## src/hw/rtl/lsbc_pkg.sv

```systemverilog
// ----------------------------------------------------------------------------
// lsbc_pkg: shared types and constants for the scan breakpoint clusterer
// Holds widths, register indexes, the controller states, and the command and
// status groups that join the controller and the datapath.
// ----------------------------------------------------------------------------
package lsbc_pkg;

    localparam int SCAN_POINTS = 2048;
    localparam int IDX_W       = $clog2(SCAN_POINTS);
    localparam int RANGE_BITS  = 16;
    localparam int CNT_W       = 12;
    localparam int RF_W        = 22;
    localparam int COS_W       = 17;
    localparam int MARGIN_W    = 16;
    localparam int CFG_IDX_W   = 8;
    localparam int CFG_DATA_W  = 32;
    localparam int MUL_A_W     = 32;
    localparam int MUL_B_W     = 22;
    localparam int PROD_W      = MUL_A_W + MUL_B_W;
    localparam int RES_DEPTH   = 3;
    localparam int RES_PTR_W   = 2;

    localparam logic [CNT_W-1:0] COUNT_MAX = {CNT_W{1'b1}};

    // Configuration register indexes
    localparam logic [CFG_IDX_W-1:0] REG_RANGE_FACTOR     = 8'd0;
    localparam logic [CFG_IDX_W-1:0] REG_COS_STEP         = 8'd1;
    localparam logic [CFG_IDX_W-1:0] REG_NOISE_MARGIN     = 8'd2;
    localparam logic [CFG_IDX_W-1:0] REG_OCCLUSION_MARGIN = 8'd3;

    typedef enum logic [4:0] {
        ST_IDLE,
        ST_CHECK,
        ST_WRAP,
        ST_M_AA,
        ST_M_BB,
        ST_M_AB,
        ST_M_ABC,
        ST_M_AR,
        ST_M_D,
        ST_M_DHH,
        ST_M_DHL,
        ST_M_DLL,
        ST_M_SUM,
        ST_M_CMP,
        ST_APPLY,
        ST_FIN,
        ST_OUT
    } state_t;

    typedef enum logic [3:0] {
        MUL_NONE,
        MUL_AA,
        MUL_BB,
        MUL_AB,
        MUL_ABC,
        MUL_AR,
        MUL_D,
        MUL_DHH,
        MUL_DHL,
        MUL_DLL,
        MUL_SUM,
        MUL_CMP
    } mul_op_t;

    typedef struct packed {
        logic    load;
        logic    init_pt;
        logic    sel_wrap;
        logic    apply;
        logic    finish;
        logic    pop;
        mul_op_t mul_op;
    } lsbc_cmd_t;

    typedef struct packed {
        logic pt_valid;
        logic have_valid;
        logic pair_seen;
        logic last;
        logic dyn_pair0;
        logic dyn_wrap;
        logic sel_wrap;
        logic res_any;
        logic out_last;
    } lsbc_status_t;

    typedef struct packed {
        logic             occ;
        logic [CNT_W-1:0] count;
        logic [10:0]      end_idx;
        logic [10:0]      start_idx;
    } lsbc_res_t;

endpackage

```

## src/hw/rtl/lsbc_ctrl.sv

```systemverilog
// ----------------------------------------------------------------------------
// lsbc_ctrl: sequencer for the scan breakpoint clusterer
// Walks one word through point check, optional breakpoint multiply sequence,
// pair update, wrap pair, scan finish and result delivery.
// ----------------------------------------------------------------------------
module lsbc_ctrl import lsbc_pkg::*; (
    input  logic         aclk,
    input  logic         aresetn,
    input  logic         s_valid,
    output logic         s_ready,
    output logic         m_valid,
    input  logic         m_ready,
    input  lsbc_status_t status,
    output lsbc_cmd_t    cmd
);

    state_t state_reg, state_next;

    // Hold state
    always_ff @(posedge aclk) begin
        if (!aresetn) begin
            state_reg <= ST_IDLE;
        end else begin
            state_reg <= state_next;
        end
    end

    // Next state
    always_comb begin
        state_next = state_reg;
        unique case (state_reg)
            ST_IDLE: begin
                if (s_valid) state_next = ST_CHECK;
            end
            ST_CHECK: begin
                priority if (!status.pt_valid || !status.have_valid) state_next = ST_WRAP;
                else if (status.dyn_pair0) state_next = ST_M_AA;
                else state_next = ST_APPLY;
            end
            ST_WRAP: begin
                if (status.last && status.have_valid && status.pair_seen) begin
                    state_next = status.dyn_wrap ? ST_M_AA : ST_APPLY;
                end else begin
                    state_next = ST_FIN;
                end
            end
            ST_M_AA:  state_next = ST_M_BB;
            ST_M_BB:  state_next = ST_M_AB;
            ST_M_AB:  state_next = ST_M_ABC;
            ST_M_ABC: state_next = ST_M_AR;
            ST_M_AR:  state_next = ST_M_D;
            ST_M_D:   state_next = ST_M_DHH;
            ST_M_DHH: state_next = ST_M_DHL;
            ST_M_DHL: state_next = ST_M_DLL;
            ST_M_DLL: state_next = ST_M_SUM;
            ST_M_SUM: state_next = ST_M_CMP;
            ST_M_CMP: state_next = ST_APPLY;
            ST_APPLY: state_next = status.sel_wrap ? ST_FIN : ST_WRAP;
            ST_FIN:   state_next = status.res_any ? ST_OUT : ST_IDLE;
            ST_OUT: begin
                if (m_ready && status.out_last) state_next = ST_IDLE;
            end
            default:  state_next = ST_IDLE;
        endcase
    end

    // Outputs
    always_comb begin
        cmd      = '0;
        s_ready  = 1'b0;
        m_valid  = 1'b0;
        unique case (state_reg)
            ST_IDLE: begin
                s_ready  = 1'b1;
                cmd.load = s_valid;
            end
            ST_CHECK: begin
                cmd.init_pt = status.pt_valid && !status.have_valid;
            end
            ST_WRAP: begin
                cmd.sel_wrap = status.last && status.have_valid && status.pair_seen;
            end
            ST_M_AA:  cmd.mul_op = MUL_AA;
            ST_M_BB:  cmd.mul_op = MUL_BB;
            ST_M_AB:  cmd.mul_op = MUL_AB;
            ST_M_ABC: cmd.mul_op = MUL_ABC;
            ST_M_AR:  cmd.mul_op = MUL_AR;
            ST_M_D:   cmd.mul_op = MUL_D;
            ST_M_DHH: cmd.mul_op = MUL_DHH;
            ST_M_DHL: cmd.mul_op = MUL_DHL;
            ST_M_DLL: cmd.mul_op = MUL_DLL;
            ST_M_SUM: cmd.mul_op = MUL_SUM;
            ST_M_CMP: cmd.mul_op = MUL_CMP;
            ST_APPLY: cmd.apply = 1'b1;
            ST_FIN:   cmd.finish = 1'b1;
            ST_OUT: begin
                m_valid = 1'b1;
                cmd.pop = m_ready;
            end
            default: begin
                cmd = '0;
            end
        endcase
    end

endmodule

```

## src/hw/rtl/lsbc_dp.sv

```systemverilog
// ----------------------------------------------------------------------------
// lsbc_dp: datapath of the scan breakpoint clusterer
// Holds configuration, scan state, the shared 32x22 multiplier with its
// accumulators for the breakpoint test, the pair update and a result buffer.
// ----------------------------------------------------------------------------
module lsbc_dp import lsbc_pkg::*; (
    input  logic                  aclk,
    input  logic                  aresetn,
    input  logic                  cfg_valid,
    input  logic [CFG_IDX_W-1:0]  cfg_index,
    input  logic [CFG_DATA_W-1:0] cfg_data,
    input  logic [RANGE_BITS-1:0] in_dyn,
    input  logic [RANGE_BITS-1:0] in_raw,
    input  logic                  in_last,
    input  lsbc_cmd_t             cmd,
    output lsbc_status_t          status,
    output lsbc_res_t             out_res
);

    // Configuration
    logic [RF_W-1:0]     range_factor_reg;
    logic [COS_W-1:0]    cos_step_reg;
    logic [MARGIN_W-1:0] noise_margin_reg;
    logic [MARGIN_W-1:0] occ_margin_reg;

    // Captured word and scan state
    logic [RANGE_BITS-1:0] cur_dyn_reg, cur_raw_reg;
    logic                  cur_last_reg;
    logic [IDX_W-1:0]      cur_idx_reg;
    logic [IDX_W-1:0]      sample_index_reg;
    logic                  have_valid_reg, pair_seen_reg, sel_wrap_reg, sof_reg;
    logic [RANGE_BITS-1:0] prev_dyn_reg, prev_raw_reg, first_dyn_reg, first_raw_reg;
    logic [IDX_W-1:0]      prev_idx_reg;
    logic [IDX_W-1:0]      h_start_reg, h_end_reg, t_start_reg;
    logic [CNT_W-1:0]      h_count_reg, t_count_reg;
    logic                  h_fin_reg, h_occ_reg;

    // Breakpoint arithmetic
    logic [MUL_A_W-1:0] mul_a;
    logic [MUL_B_W-1:0] mul_b;
    logic [PROD_W-1:0]  mul_p, prod_reg;
    logic [32:0]        sum_reg;
    logic [49:0]        d2_reg;
    logic [38:0]        d_reg;
    logic [66:0]        q_reg;
    logic               big_reg, within_reg;
    logic [49:0]        s_val, p_val;
    logic [16:0]        dh;
    logic [15:0]        dl;

    // Result buffer
    lsbc_res_t             res_reg [RES_DEPTH];
    logic [RES_PTR_W-1:0]  res_cnt_reg, res_rd_reg;

    // Pair update signals
    logic [RANGE_BITS-1:0] nxt_dyn, nxt_raw;
    logic                  cs, ns, far, closer, cs_occ;
    logic [RANGE_BITS:0]   dyn_m_sum, nxt_m_sum;
    logic [IDX_W-1:0]      h_start_add, t_start_add;
    logic [CNT_W-1:0]      h_count_add, t_count_add;
    logic [CNT_W:0]        wrap_sum;
    logic [IDX_W-1:0]      h_start_next, h_end_next, t_start_next;
    logic [CNT_W-1:0]      h_count_next, t_count_next;
    logic                  h_fin_next, h_occ_next, sof_next;
    logic                  e0_v, e1_v;
    lsbc_res_t             e0, e1;
    logic [RES_PTR_W-1:0]  e1_slot;

    function automatic logic [CNT_W-1:0] sat_inc(input logic [CNT_W-1:0] c);
        sat_inc = (c == COUNT_MAX) ? COUNT_MAX : c + 1'b1;
    endfunction

    function automatic lsbc_res_t mk_res(input logic [IDX_W-1:0] s,
                                         input logic [IDX_W-1:0] e,
                                         input logic [CNT_W-1:0] c, input logic o);
        lsbc_res_t r;
        r.start_idx = 11'(s);
        r.end_idx   = 11'(e);
        r.count     = c;
        r.occ       = o;
        mk_res      = r;
    endfunction

    // Write configuration
    always_ff @(posedge aclk) begin
        if (!aresetn) begin
            range_factor_reg <= RF_W'(23170);
            cos_step_reg     <= COS_W'(65535);
            noise_margin_reg <= MARGIN_W'(30);
            occ_margin_reg   <= MARGIN_W'(100);
        end else if (cfg_valid) begin
            unique case (cfg_index)
                REG_RANGE_FACTOR:     range_factor_reg <= cfg_data[RF_W-1:0];
                REG_COS_STEP:         cos_step_reg     <= cfg_data[COS_W-1:0];
                REG_NOISE_MARGIN:     noise_margin_reg <= cfg_data[MARGIN_W-1:0];
                REG_OCCLUSION_MARGIN: occ_margin_reg   <= cfg_data[MARGIN_W-1:0];
                default: ;
            endcase
        end
    end

    // Next point of the pair: the word itself, or the first point on wrap
    assign nxt_dyn = sel_wrap_reg ? first_dyn_reg : cur_dyn_reg;
    assign nxt_raw = sel_wrap_reg ? first_raw_reg : cur_raw_reg;

    // Select multiplier operands, current range a and next range b
    assign dh = d_reg[32:16];
    assign dl = d_reg[15:0];

    always_comb begin
        mul_a = '0;
        mul_b = '0;
        unique case (cmd.mul_op)
            MUL_AA:  begin mul_a = MUL_A_W'(prev_dyn_reg); mul_b = MUL_B_W'(prev_dyn_reg); end
            MUL_BB:  begin mul_a = MUL_A_W'(nxt_dyn);      mul_b = MUL_B_W'(nxt_dyn);      end
            MUL_AB:  begin mul_a = MUL_A_W'(prev_dyn_reg); mul_b = MUL_B_W'(nxt_dyn);      end
            MUL_ABC: begin mul_a = prod_reg[31:0];         mul_b = MUL_B_W'(cos_step_reg); end
            MUL_AR:  begin mul_a = MUL_A_W'(prev_dyn_reg); mul_b = range_factor_reg;       end
            MUL_DHH: begin mul_a = MUL_A_W'(dh);           mul_b = MUL_B_W'(dh);           end
            MUL_DHL: begin mul_a = MUL_A_W'(dh);           mul_b = MUL_B_W'(dl);           end
            MUL_DLL: begin mul_a = MUL_A_W'(dl);           mul_b = MUL_B_W'(dl);           end
            default: begin mul_a = '0;                     mul_b = '0;                     end
        endcase
    end

    assign mul_p = PROD_W'(mul_a) * PROD_W'(mul_b);
    assign s_val = {1'b0, sum_reg, 16'b0};
    assign p_val = {prod_reg[48:0], 1'b0};

    // Advance the breakpoint sequence: dist2 * 2^16 against dmax squared
    always_ff @(posedge aclk) begin
        unique case (cmd.mul_op)
            MUL_AA, MUL_ABC, MUL_DHH: prod_reg <= mul_p;
            MUL_BB: begin
                prod_reg <= mul_p;
                sum_reg  <= {1'b0, prod_reg[31:0]};
            end
            MUL_AB: begin
                prod_reg <= mul_p;
                sum_reg  <= sum_reg + {1'b0, prod_reg[31:0]};
            end
            MUL_AR: begin
                prod_reg <= mul_p;
                d2_reg   <= (s_val > p_val) ? s_val - p_val : '0;
            end
            MUL_D: begin
                d_reg   <= {1'b0, prod_reg[37:0]} + {7'b0, noise_margin_reg, 16'b0};
                big_reg <= 1'b0;
            end
            MUL_DHL: begin
                prod_reg <= mul_p;
                q_reg    <= {1'b0, prod_reg[33:0], 32'b0};
                big_reg  <= |d_reg[38:33];
            end
            MUL_DLL: begin
                prod_reg <= mul_p;
                q_reg    <= q_reg + {17'b0, prod_reg[32:0], 17'b0};
            end
            MUL_SUM: q_reg <= q_reg + {35'b0, prod_reg[31:0]};
            MUL_CMP: within_reg <= big_reg || ({1'b0, d2_reg, 16'b0} < q_reg);
            default: ;
        endcase
    end

    // Judge the pair and build cluster updates
    always_comb begin
        cs          = (prev_dyn_reg == '0);
        ns          = (nxt_dyn == '0);
        dyn_m_sum   = {1'b0, prev_dyn_reg} + {1'b0, occ_margin_reg};
        nxt_m_sum   = {1'b0, nxt_dyn} + {1'b0, occ_margin_reg};
        far         = {1'b0, nxt_raw} > dyn_m_sum;
        closer      = nxt_m_sum > {1'b0, prev_dyn_reg};
        cs_occ      = nxt_m_sum > {1'b0, prev_raw_reg};
        h_start_add = (h_count_reg == '0) ? prev_idx_reg : h_start_reg;
        h_count_add = sat_inc(h_count_reg);
        t_start_add = (t_count_reg == '0) ? prev_idx_reg : t_start_reg;
        t_count_add = sat_inc(t_count_reg);
        wrap_sum    = {1'b0, t_count_add} + {1'b0, h_count_reg};

        h_start_next = h_start_reg;
        h_end_next   = h_end_reg;
        h_count_next = h_count_reg;
        h_fin_next   = h_fin_reg;
        h_occ_next   = h_occ_reg;
        t_start_next = t_start_reg;
        t_count_next = t_count_reg;
        sof_next     = sof_reg;
        e0_v         = 1'b0;
        e1_v         = 1'b0;
        e0           = '0;
        e1           = '0;

        priority if (cs && ns) begin
            if (!h_fin_reg && !pair_seen_reg && !sel_wrap_reg) h_fin_next = 1'b1;
        end else if (ns) begin
            if (!h_fin_reg) begin
                h_start_next = h_start_add;
                h_end_next   = prev_idx_reg;
                h_count_next = h_count_add;
                h_fin_next   = 1'b1;
                h_occ_next   = !far;
                sof_next     = far;
            end else if (t_count_reg != '0) begin
                e0_v         = 1'b1;
                e0           = mk_res(t_start_add, prev_idx_reg, t_count_add, sof_reg || !far);
                t_count_next = '0;
            end
        end else if (cs) begin
            sof_next = cs_occ;
            if (sel_wrap_reg && h_count_reg > CNT_W'(1)) begin
                e0_v = 1'b1;
                e0   = mk_res(h_start_reg, h_end_reg, h_count_reg, cs_occ || h_occ_reg);
            end
        end else if (within_reg) begin
            if (!h_fin_reg) begin
                h_start_next = h_start_add;
                h_end_next   = prev_idx_reg;
                h_count_next = h_count_add;
            end else begin
                t_start_next = t_start_add;
                t_count_next = t_count_add;
                if (sel_wrap_reg) begin
                    e0_v = 1'b1;
                    if (h_count_reg != '0) begin
                        e0 = mk_res(t_start_add, h_end_reg,
                                    wrap_sum[CNT_W] ? COUNT_MAX : wrap_sum[CNT_W-1:0],
                                    sof_reg || h_occ_reg);
                    end else begin
                        e0 = mk_res(t_start_add, prev_idx_reg, t_count_add,
                                    sof_reg || h_occ_reg);
                    end
                end
            end
        end else begin
            if (!h_fin_reg) begin
                h_start_next = h_start_add;
                h_end_next   = prev_idx_reg;
                h_count_next = h_count_add;
                h_fin_next   = 1'b1;
                h_occ_next   = !closer;
                sof_next     = closer;
            end else begin
                if (t_count_reg != '0) begin
                    e0_v         = 1'b1;
                    e0           = mk_res(t_start_add, prev_idx_reg, t_count_add,
                                          sof_reg || !closer);
                    t_count_next = '0;
                end
                sof_next = closer;
                if (sel_wrap_reg && h_count_reg > CNT_W'(1)) begin
                    e1_v = 1'b1;
                    e1   = mk_res(h_start_reg, h_end_reg, h_count_reg, closer || h_occ_reg);
                end
            end
        end
    end

    assign e1_slot = res_cnt_reg + RES_PTR_W'(e0_v);

    // Scan state
    always_ff @(posedge aclk) begin
        if (!aresetn) begin
            sample_index_reg <= '0;
            have_valid_reg   <= 1'b0;
            pair_seen_reg    <= 1'b0;
            sel_wrap_reg     <= 1'b0;
            sof_reg          <= 1'b0;
            prev_dyn_reg     <= '0;
            prev_raw_reg     <= '0;
            prev_idx_reg     <= '0;
            first_dyn_reg    <= '0;
            first_raw_reg    <= '0;
            h_start_reg      <= '0;
            h_end_reg        <= '0;
            h_count_reg      <= '0;
            h_fin_reg        <= 1'b0;
            h_occ_reg        <= 1'b0;
            t_start_reg      <= '0;
            t_count_reg      <= '0;
        end else begin
            if (cmd.load) sel_wrap_reg <= 1'b0;
            if (cmd.sel_wrap) sel_wrap_reg <= 1'b1;
            if (cmd.init_pt) begin
                first_dyn_reg  <= cur_dyn_reg;
                first_raw_reg  <= cur_raw_reg;
                prev_dyn_reg   <= cur_dyn_reg;
                prev_raw_reg   <= cur_raw_reg;
                prev_idx_reg   <= cur_idx_reg;
                have_valid_reg <= 1'b1;
                pair_seen_reg  <= 1'b0;
            end
            if (cmd.apply) begin
                h_start_reg <= h_start_next;
                h_end_reg   <= h_end_next;
                h_count_reg <= h_count_next;
                h_fin_reg   <= h_fin_next;
                h_occ_reg   <= h_occ_next;
                t_start_reg <= t_start_next;
                t_count_reg <= t_count_next;
                sof_reg     <= sof_next;
                if (!sel_wrap_reg) begin
                    prev_dyn_reg  <= cur_dyn_reg;
                    prev_raw_reg  <= cur_raw_reg;
                    prev_idx_reg  <= cur_idx_reg;
                    pair_seen_reg <= 1'b1;
                end
            end
            // Close the scan on its last word, else step the index, wrapping to zero after the last index
            if (cmd.finish) begin
                if (cur_last_reg) begin
                    sample_index_reg <= '0;
                    have_valid_reg   <= 1'b0;
                    pair_seen_reg    <= 1'b0;
                    sof_reg          <= 1'b0;
                    prev_dyn_reg     <= '0;
                    prev_raw_reg     <= '0;
                    prev_idx_reg     <= '0;
                    first_dyn_reg    <= '0;
                    first_raw_reg    <= '0;
                    h_start_reg      <= '0;
                    h_end_reg        <= '0;
                    h_count_reg      <= '0;
                    h_fin_reg        <= 1'b0;
                    h_occ_reg        <= 1'b0;
                    t_start_reg      <= '0;
                    t_count_reg      <= '0;
                end else if (sample_index_reg == IDX_W'(SCAN_POINTS - 1)) begin
                    sample_index_reg <= '0;
                end else begin
                    sample_index_reg <= sample_index_reg + 1'b1;
                end
            end
        end
    end

    // Capture the incoming word
    always_ff @(posedge aclk) begin
        if (cmd.load) begin
            cur_dyn_reg  <= in_dyn;
            cur_raw_reg  <= in_raw;
            cur_last_reg <= in_last;
            cur_idx_reg  <= sample_index_reg;
        end
    end

    // Result buffer pointers
    always_ff @(posedge aclk) begin
        if (!aresetn) begin
            res_cnt_reg <= '0;
            res_rd_reg  <= '0;
        end else if (cmd.apply) begin
            res_cnt_reg <= res_cnt_reg + RES_PTR_W'(e0_v) + RES_PTR_W'(e1_v);
        end else if (cmd.pop) begin
            if (res_rd_reg == res_cnt_reg - 1'b1) begin
                res_rd_reg  <= '0;
                res_cnt_reg <= '0;
            end else begin
                res_rd_reg <= res_rd_reg + 1'b1;
            end
        end
    end

    // Result buffer entries
    always_ff @(posedge aclk) begin
        for (int i = 0; i < RES_DEPTH; i++) begin
            if (cmd.apply && e0_v && res_cnt_reg == RES_PTR_W'(i)) res_reg[i] <= e0;
            if (cmd.apply && e1_v && e1_slot == RES_PTR_W'(i)) res_reg[i] <= e1;
        end
    end

    assign out_res = res_reg[res_rd_reg];

    always_comb begin
        status.pt_valid   = (cur_raw_reg != '0);
        status.have_valid = have_valid_reg;
        status.pair_seen  = pair_seen_reg;
        status.last       = cur_last_reg;
        status.dyn_pair0  = (prev_dyn_reg != '0) && (cur_dyn_reg != '0);
        status.dyn_wrap   = (prev_dyn_reg != '0) && (first_dyn_reg != '0);
        status.sel_wrap   = sel_wrap_reg;
        status.res_any    = (res_cnt_reg != '0);
        status.out_last   = (res_rd_reg == res_cnt_reg - 1'b1);
    end

endmodule

```

## src/hw/rtl/laser_scan_breakpoint_clusterer_core.sv

```systemverilog
// ----------------------------------------------------------------------------
// laser_scan_breakpoint_clusterer_core: laser scan breakpoint clusterer
// Splits a scan into clusters with an adaptive breakpoint test and occlusion
// margins, and emits start, end, count and occluded descriptors.
// ----------------------------------------------------------------------------
//  channel   | direction | carries
//  s_axis_*  | in        | one scan point per word, tlast on the last point
//  m_axis_*  | out       | one cluster descriptor per word, tlast on the last
//  cfg_*     | in        | register index and write data
//
// A point passes the check, an adaptive breakpoint test when it needs one,
// a pair update when it closes a pair, the wrap check and the finish step;
// the test runs on the one shared 32x22 multiplier. The last point may add
// a wrap pair, with a test of its own when needed. Result words are held
// through output stalls. One point is in work at a time; s_axis_tready is
// high only while idle. Reset is synchronous; no clearing pass is needed.
// ----------------------------------------------------------------------------
module laser_scan_breakpoint_clusterer_core import lsbc_pkg::*; (
    input  logic                  aclk,
    input  logic                  aresetn,
    input  logic                  s_axis_tvalid,
    output logic                  s_axis_tready,
    input  logic [31:0]           s_axis_tdata,   // dynamic_range, raw_range
    input  logic                  s_axis_tlast,
    output logic                  m_axis_tvalid,
    input  logic                  m_axis_tready,
    output logic [39:0]           m_axis_tdata,   // cluster_start, cluster_end,
                                                  // point_count, zero fill
    output logic                  m_axis_tuser,   // occluded
    output logic                  m_axis_tlast,
    input  logic                  cfg_valid,
    output logic                  cfg_ready,
    input  logic [CFG_IDX_W-1:0]  cfg_index,
    input  logic [CFG_DATA_W-1:0] cfg_data
);

    lsbc_cmd_t    cmd;
    lsbc_status_t status;
    lsbc_res_t    out_res;

    assign cfg_ready = 1'b1;

    lsbc_ctrl u_ctrl (
        .aclk    (aclk),
        .aresetn (aresetn),
        .s_valid (s_axis_tvalid),
        .s_ready (s_axis_tready),
        .m_valid (m_axis_tvalid),
        .m_ready (m_axis_tready),
        .status  (status),
        .cmd     (cmd)
    );

    lsbc_dp u_dp (
        .aclk      (aclk),
        .aresetn   (aresetn),
        .cfg_valid (cfg_valid),
        .cfg_index (cfg_index),
        .cfg_data  (cfg_data),
        .in_dyn    (s_axis_tdata[15:0]),
        .in_raw    (s_axis_tdata[31:16]),
        .in_last   (s_axis_tlast),
        .cmd       (cmd),
        .status    (status),
        .out_res   (out_res)
    );

    // Pack the result word
    assign m_axis_tdata = {6'b0, out_res.count, out_res.end_idx, out_res.start_idx};
    assign m_axis_tuser = out_res.occ;
    assign m_axis_tlast = status.out_last;

endmodule
```

## config.mk

```make
export PLATFORM = sky130hd
export DESIGN_NAME = laser_scan_breakpoint_clusterer_core
export DESIGN_NICKNAME = d
export VERILOG_FILES = /design/src/hw/rtl/lsbc_pkg.sv /design/src/hw/rtl/lsbc_ctrl.sv /design/src/hw/rtl/lsbc_dp.sv /design/src/hw/rtl/laser_scan_breakpoint_clusterer_core.sv
export SDC_FILE = /design/constraint.sdc
export NUM_CORES = 2
export LEC_CHECK = 0
export BUFFER_PORTS_ARGS = -buffer_cell sky130_fd_sc_hd__buf_2
export CORE_MARGIN = 2
export CORE_UTILIZATION = 40
export CTS_CLUSTER_DIAMETER = 120
export CTS_CLUSTER_SIZE = 25
export DETAILED_ROUTE_END_ITERATION = 8
export PLACE_DENSITY_LB_ADDON = 0.2
export SYNTH_ARGS = -nofsm -noshare
export SYNTH_HDL_FRONTEND = slang
export SYNTH_SLANG_ARGS = --single-unit
```

## constraint.sdc

```tcl
create_clock -name aclk -period 19.7 [get_ports aclk]
set_input_delay 1.97 -clock aclk [delete_from_list [all_inputs] [get_ports aclk]]
set_output_delay 1.97 -clock aclk [all_outputs]
set_load 0.01 [all_outputs]
```

# ---- Yosys cells after proc, flatten, opt, wreduce, memory -nomap -nowiden
# Memories as Yosys holds them, arrays and structs flattened. A register that Yosys moved wholly into a read port is not among the register bits.
# Index checks and enable logic that the tools add are counted.
dict set report op_classes {
  add_sub_neg 15
  n_mul 1
  n_lt_le_gt_ge 6
  n_eq_ne 40
  mux 183
  n_bitwise 4
  reduce_logical 67
}
# cell count
set op_table {}
lappend op_table {{35-bit two-way mux} 21}
lappend op_table {{11-bit two-way mux} 31}
lappend op_table {{16-bit two-way mux} 18}
lappend op_table {{12-bit two-way mux} 20}
lappend op_table {{67-bit one-hot mux with 3 select lines} 1}
lappend op_table {{32-bit one-hot mux with 5 select lines} 1}
lappend op_table {{22-bit one-hot mux with 6 select lines} 1}
lappend op_table {{5-bit one-hot mux with 17 select lines} 1}
lappend op_table {{1-bit two-way mux} 70}
lappend op_table {{67-bit by 32-bit adder with 67-bit output} 1}
lappend op_table {{67-bit by 50-bit adder with 67-bit output} 1}
lappend op_table {{66-bit by 67-bit < comparator with 1-bit output} 1}
lappend op_table {{33-bit one-hot mux with 2 select lines} 1}
lappend op_table {{16-bit nonzero test} 4}
lappend op_table {{49-bit by 50-bit greater-than comparator with 1-bit output} 1}
lappend op_table {{49-bit by 50-bit subtractor with 50-bit output} 1}
lappend op_table {{32-bit by 22-bit multiplier with 49-bit output} 1}
lappend op_table {{4-bit one-hot mux with 11 select lines} 1}
lappend op_table {{5-bit by 4-bit equality test with 1-bit output, second input constant} 8}
lappend op_table {{38-bit by 32-bit adder with 39-bit output} 1}
lappend op_table {{35-bit OR reduction} 1}
lappend op_table {{16-bit by 16-bit adder with 17-bit output} 2}
lappend op_table {{17-bit by 16-bit greater-than comparator with 1-bit output} 2}
lappend op_table {{34-bit two-way mux} 1}
lappend op_table {{48 further kinds} 125}
dict set report totals {
  reg_bits 513
  mem_bits_rw 105
  elab_cells 352
  n_memories 1
}
# name depth width read_ports rd_clocked_by_memory_dff wr line
set memory_table {}
lappend memory_table {u_dp.res_reg 3 35 1 1 2 lsbc_dp.sv:52} ;# lsbc_res_t res_reg [RES_DEPTH];

# ---- Longest topological paths before layout
dict set report depth {
  ltp_word 15
  depth_mapped 35
}

# ---- By module
# A second synthesis with hierarchy kept.
dict set report unflattened {
  cells_unflattened 6784
  area_unflattened_um2 60342.9
}
# mod n_inst cells_per_inst area_per_inst_um2 seq_area_each_um2
set by_module_without_submodules {}
lappend by_module_without_submodules {lsbc_dp 1 6712 59816.1 16175.5}
lappend by_module_without_submodules {lsbc_ctrl 1 63 466.7 100.1}
lappend by_module_without_submodules {laser_scan_breakpoint_clusterer_core 1 9 60.1 0.0}

# ---- Worst setup path after synthesis
# Ideal clock, no wire load.
dict set report synth_path {
  kind {reg-to-reg}
  startpoint {register u_ctrl.state_reg[2]}
  endpoint {register u_dp.prod_reg[47], data pin}
  arrival_ns 9.343
  t_required_ns 19.442
  setup_slack_ns 10.099
  stages_incl_launch_ff 35
  n_path_buf 3
  synth_period_minus_slack_ns 9.601
  path_cell_list {dfxtp_1 -> clkbuf_1 -> inv_1 -> nor3_1 -> nand2b_1 -> inv_1 -> clkbuf_1 -> a22oi_1 -> nand3_1 -> clkbuf_1 -> nand2_1 -> fa_1 -> inv_1 -> fa_1 -> inv_1 -> fa_1 -> inv_1 -> fa_1 -> inv_1 -> fa_1 -> inv_1 -> fa_1 -> fa_1 -> ha_1 -> and4_1 -> and2_1 -> or2_2 -> o31ai_1 -> a211oi_1 -> o41ai_2 -> o211a_1 -> o21bai_1 -> a21o_1 -> a21oi_1 -> xnor2_1}
}
dict set report synth_via {
  elab_chain_len 6
}
# item line
set synth_rtl {}
lappend synth_rtl {{start: declaration} lsbc_ctrl.sv:17} ;# state_t state_reg, state_next;
lappend synth_rtl {{start signal: assignment} lsbc_ctrl.sv:24} ;# state_reg <= state_next;
lappend synth_rtl {{5-bit by 4-bit equality test with 1-bit output (tied with other cells)} lsbc_ctrl.sv:72} ;# unique case (state_reg)
lappend synth_rtl {{4-bit one-hot mux with 11 select lines (*)} lsbc_ctrl.sv:72}
lappend synth_rtl {{4-bit by 1-bit equality test with 1-bit output (tied with other cells)} lsbc_dp.sv:113} ;# unique case (cmd.mul_op)
lappend synth_rtl {{3-bit OR reduction (no source line) / 2-bit OR reduction (equally long branches)} -}
lappend synth_rtl {{32-bit one-hot mux with 5 select lines / 22-bit one-hot mux with 6 select lines (equally long branches)} lsbc_dp.sv:113}
lappend synth_rtl {{32-bit by 22-bit multiplier with 49-bit output (*)} lsbc_dp.sv:126} ;# assign mul_p = PROD_W'(mul_a) * PROD_W'(mul_b);
lappend synth_rtl {{net u_dp.mul_p[47]} lsbc_dp.sv:41} ;# logic [PROD_W-1:0] mul_p, prod_reg;
lappend synth_rtl {{end signal: assignment} lsbc_dp.sv:133} ;# MUL_AA, MUL_ABC, MUL_DHH: prod_reg <= mul_p;
lappend synth_rtl {{end signal: assignment} lsbc_dp.sv:135} ;# prod_reg <= mul_p;
lappend synth_rtl {{end signal: assignment} lsbc_dp.sv:139} ;# prod_reg <= mul_p;
lappend synth_rtl {{end: declaration} lsbc_dp.sv:41}
# The timed path passes the listed nets; every way through them passes the cells marked *.
# A chain may end at the register's enable or synchronous reset.

# ---- Worst setup path in the final report
dict set report layout_path {
  startpoint {register u_ctrl.state_reg[1]}
  endpoint {register u_dp.prod_reg[46], data pin}
}
# The elaborated chain is that of the path after synthesis.

==> metrics.md <==
| Metric | Value |
|---|---|
| Clock Path Buffers | 3 |
| Final setup viols | 0 |
| # resized after CTS | 0 |
| CP Class | flip-flop to flip-flop |
| H-Tree Depth | 2 |
| Drt drc | 0 |
| Number of flops mapped to enable cells by yosys | just under 400 |
| RSZ-0062 raised after global routing | no |
| Non-filler cells, final | 8665 |
| Ant diodes | 0 |
| Antenna-violating nets left | 0 |
| Clock Skew | 0.05619 ns |
| CP dominant cell by count | fa_1 |
| Final WL | 188.4 mm |
| First DRT Iteration DRCs | 4135 |
| Initial antenna violation count | 4 |
| Seq/Total Area, Yosys | 0.2724 |
| Synth cell types | 89 |
| Syn Inst Count | 6692 |
| Gr usage total | 0.2448 |
| F_max | 96.29 MHz |
| Clock Pin Slew Worst Setup and Hold Paths | 0.10 ns |
| Chip Width | approximately 400 um |
| Outcome | complete, no violations |
| Core Box Area | 148000 um2 |
| Critical Path Sink Type | flip-flop |
| Syn. warnings | 0 |
| Hpwl dp | approximately 140 mm |
| Largest net degree at the start of global routing | 81 |
| Synthesis-stage register bit count | 619 |
| Remaining Overflow, GRT | 0 |
| Flop pwr share | 0.298 |
| Clk_lat worst skew | 0.65 ns |
| Most frequent cells in the layout | nand2_1 (1080), inv_1 (776), fa_1 (596), nor2_1 (510), a21oi_1 (460) |
| CP max-delay cell | or3_1 |
| Cell total after placement | 8602 |
| Internal Power | roughly 3.4 mW |
| Minimum clock period | 10.39 ns |
| Port bufs | 105 |
| Clock power frac | 0.134 |
| Crit Path Max Fanout | 65 |
| Sw Pwr | 3.122 mW |
| Setup_tns | 0 ns |
| CTS sink cnt | a little over 600 |
| Max-cap viol count | 0 |
| Via density | 5.609 |
| IR drop worst, VDD | 0.08291 mV |
| Mean Syn Cell Area | 8.927 um2 |
| Die area | 152500 um2 |
| Number of global-route vias before repair | between 40k and 50k |
| Slowest Stage Delay on Critical Path | a little over 0.8 ns |
| Required @ worst endpoint | 20.07 ns |
| Max reg flops | 105 |
| Global-route wire length before repair | ~290 mm |
| Final Hold Fails | 0 |
| Num ports | 123 |
| Die Height | about 400 um |
| Routed len/inst | 21.74 um |
| CP Data Arrival Time | 10.75 ns |
| Slew Viols, Final | 0 |
| Max-slew headroom | 0.1501 |
| Post CTS Setup Buffer Count | 0 |
| Post-CTS Hold Fix Bufs | 0 |
| CTS buffer count | 35 |
| Switching share of power | 0.4819 |
| Worst min path class | flip-flop to flip-flop |
| GPL Wtd Cong | roughly 0.89 |
| Period utilization | 0.5272 |
| Fraction of registers with async set/reset | 0 |
| FP Rows | 141 |
| P per Cell Area | 101.3 nW/um2 |
| CP startpoint kind | flip-flop |
| Slew @ Worst Pin | 1.275 ns |
| Vias | 48.60k |
| Fill cell count | 14.45k |
| Layout cell share with drive strength beyond 1 | 0.05761 |
| NumNets Final | between 7k and 8k |
| P&R area growth vs syn | 7.060% |
| Commonest non-fill, non-tap cell in the layout | nand2_1 |
| CTS tree | built |
| Top_reg_cell synth | edfxtp_1 |
| Mapped cell area | 59740 um2 |
| P_leak | roughly 27 nW |
| Gate power share | 0.568 |
| CTS root buffer | clkbuf_16 |
| 1st-pass router iterations | 7 |
| Initial Utilization | 0.4036 |
-- metal layers --
metal,GRT usage,wire [um],vias to the layer above
li1,-,-,22490
met1,0.3279,80280,24130
met2,0.4051,87890,1626
met3,0.02832,12220,352
met4,0.09414,7978,2
met5,0,14,-
-- synthesized netlist by cell type (all sizes together), types with 58 or more instances --
master	n	area share
nand3	116	0.0097
inv	777	0.049
xor2	84	0.012
ha	437	0.092
edfxtp	388	0.20
nor3	92	0.0078
xnor2	180	0.026
nor2b	77	0.0081
mux2i	108	0.018
nor2	532	0.035
clkbuf	272	0.017
a21oi	463	0.039
a22oi	93	0.012
fa	596	0.20
a21o	150	0.019
dfxtp	231	0.077
nand2	1085	0.068
o21ai	257	0.022
nand4	58	0.0061
-- through the flow --
step | setup slack [ns] | total power [mW] | utilization | cell area, um2 | hold WS (ns)
after global routing | 8.850 | 6.920 | 0.4321 | 63960 | 0.4812
final | 9.314 | 6.480 | 0.4321 | 63960 | 0.4598
after CTS | 9.414 | 6.463 | 0.4321 | 63960 | 0.4603
after global placement | 9.538 | 5.534 | 0.4244 | 62820 | 0.4382
after floorplan | 10.10 | 4.405 | - | 60000 | 0.4319
after detailed placement | 9.453 | 5.577 | 0.4244 | 62820 | 0.4466
-- worst max-delay path: cells and delay by family, from the launching register on --
kind            cells  cell delay, ns
fa+ha+maj           8            3.36
simple gates        7            2.55
compound gates      8            2.45
buf+inv             3            0.85
flops               1            0.78
xor+xnor            1            0.08
-- final cells by class --
class / instances / area (um2) / share of cell area
Timing Repair Buffer: 212 / 1329 / 0.02078
Inverter: 778 / 2920 / 0.04566
Clock buffer: 53 / 943.4 / 0.01475
Tap cell: 1930 / 2415 / 0.03776
Sequential cell: 619 / 16280 / 0.2545
Multi-Input combinational cell: 5063 / 39880 / 0.6235
Clock inverter: 10 / 191.4 / 0.002993
-- cells by family (layout without fill, tap and decap cells) --
| logic type | Yosys count | in the layout | synth area share |
|---|---|---|---|
| AND/OR/NAND/NOR | 2214 | 2214 | 0.1632 |
| adder cells (fa/ha/maj) | 1033 | 1033 | 0.2913 |
| AO/OA/AOI/OAI | 1344 | 1344 | 0.1418 |
| XOR/XNOR | 264 | 264 | 0.03871 |
| flip-flops | 619 | 619 | 0.2724 |
| buffers and inverters | 1080 | 1053 | 0.06914 |
| other | 2 | 72 | 0.0001257 |
| multiplexers | 136 | 136 | 0.02337 |
-- path summary, 6_finish.rpt --
path	startpoint	end	slack, ns	cells after the start
max reg2reg	u_ctrl.state_reg[1]$_SDFFE_PN0P_	u_dp.prod_reg[46]$_DFFE_PP_	9.31	27
max	u_ctrl.state_reg[1]$_SDFFE_PN0P_	u_dp.prod_reg[46]$_DFFE_PP_	9.31	27
min	u_dp.prev_raw_reg[5]$_SDFF_PN0_	u_dp.prev_raw_reg[5]$_SDFF_PN0_	0.46	2
min reg2reg	u_dp.prev_raw_reg[5]$_SDFF_PN0_	u_dp.prev_raw_reg[5]$_SDFF_PN0_	0.46	2
-- power by group through the flow --
stage / registers [mW] / clock network, mW / logic [mW]
floorplan: 1.83 / 0 / 2.57
detailed placement: 1.95 / 0 / 3.62
global placement: 1.95 / 0 / 3.58
global route: 1.95 / 0.925 / 4.05
CTS: 1.92 / 0.891 / 3.65
finish: 1.93 / 0.867 / 3.68
(Power assumes the default switching activity.)
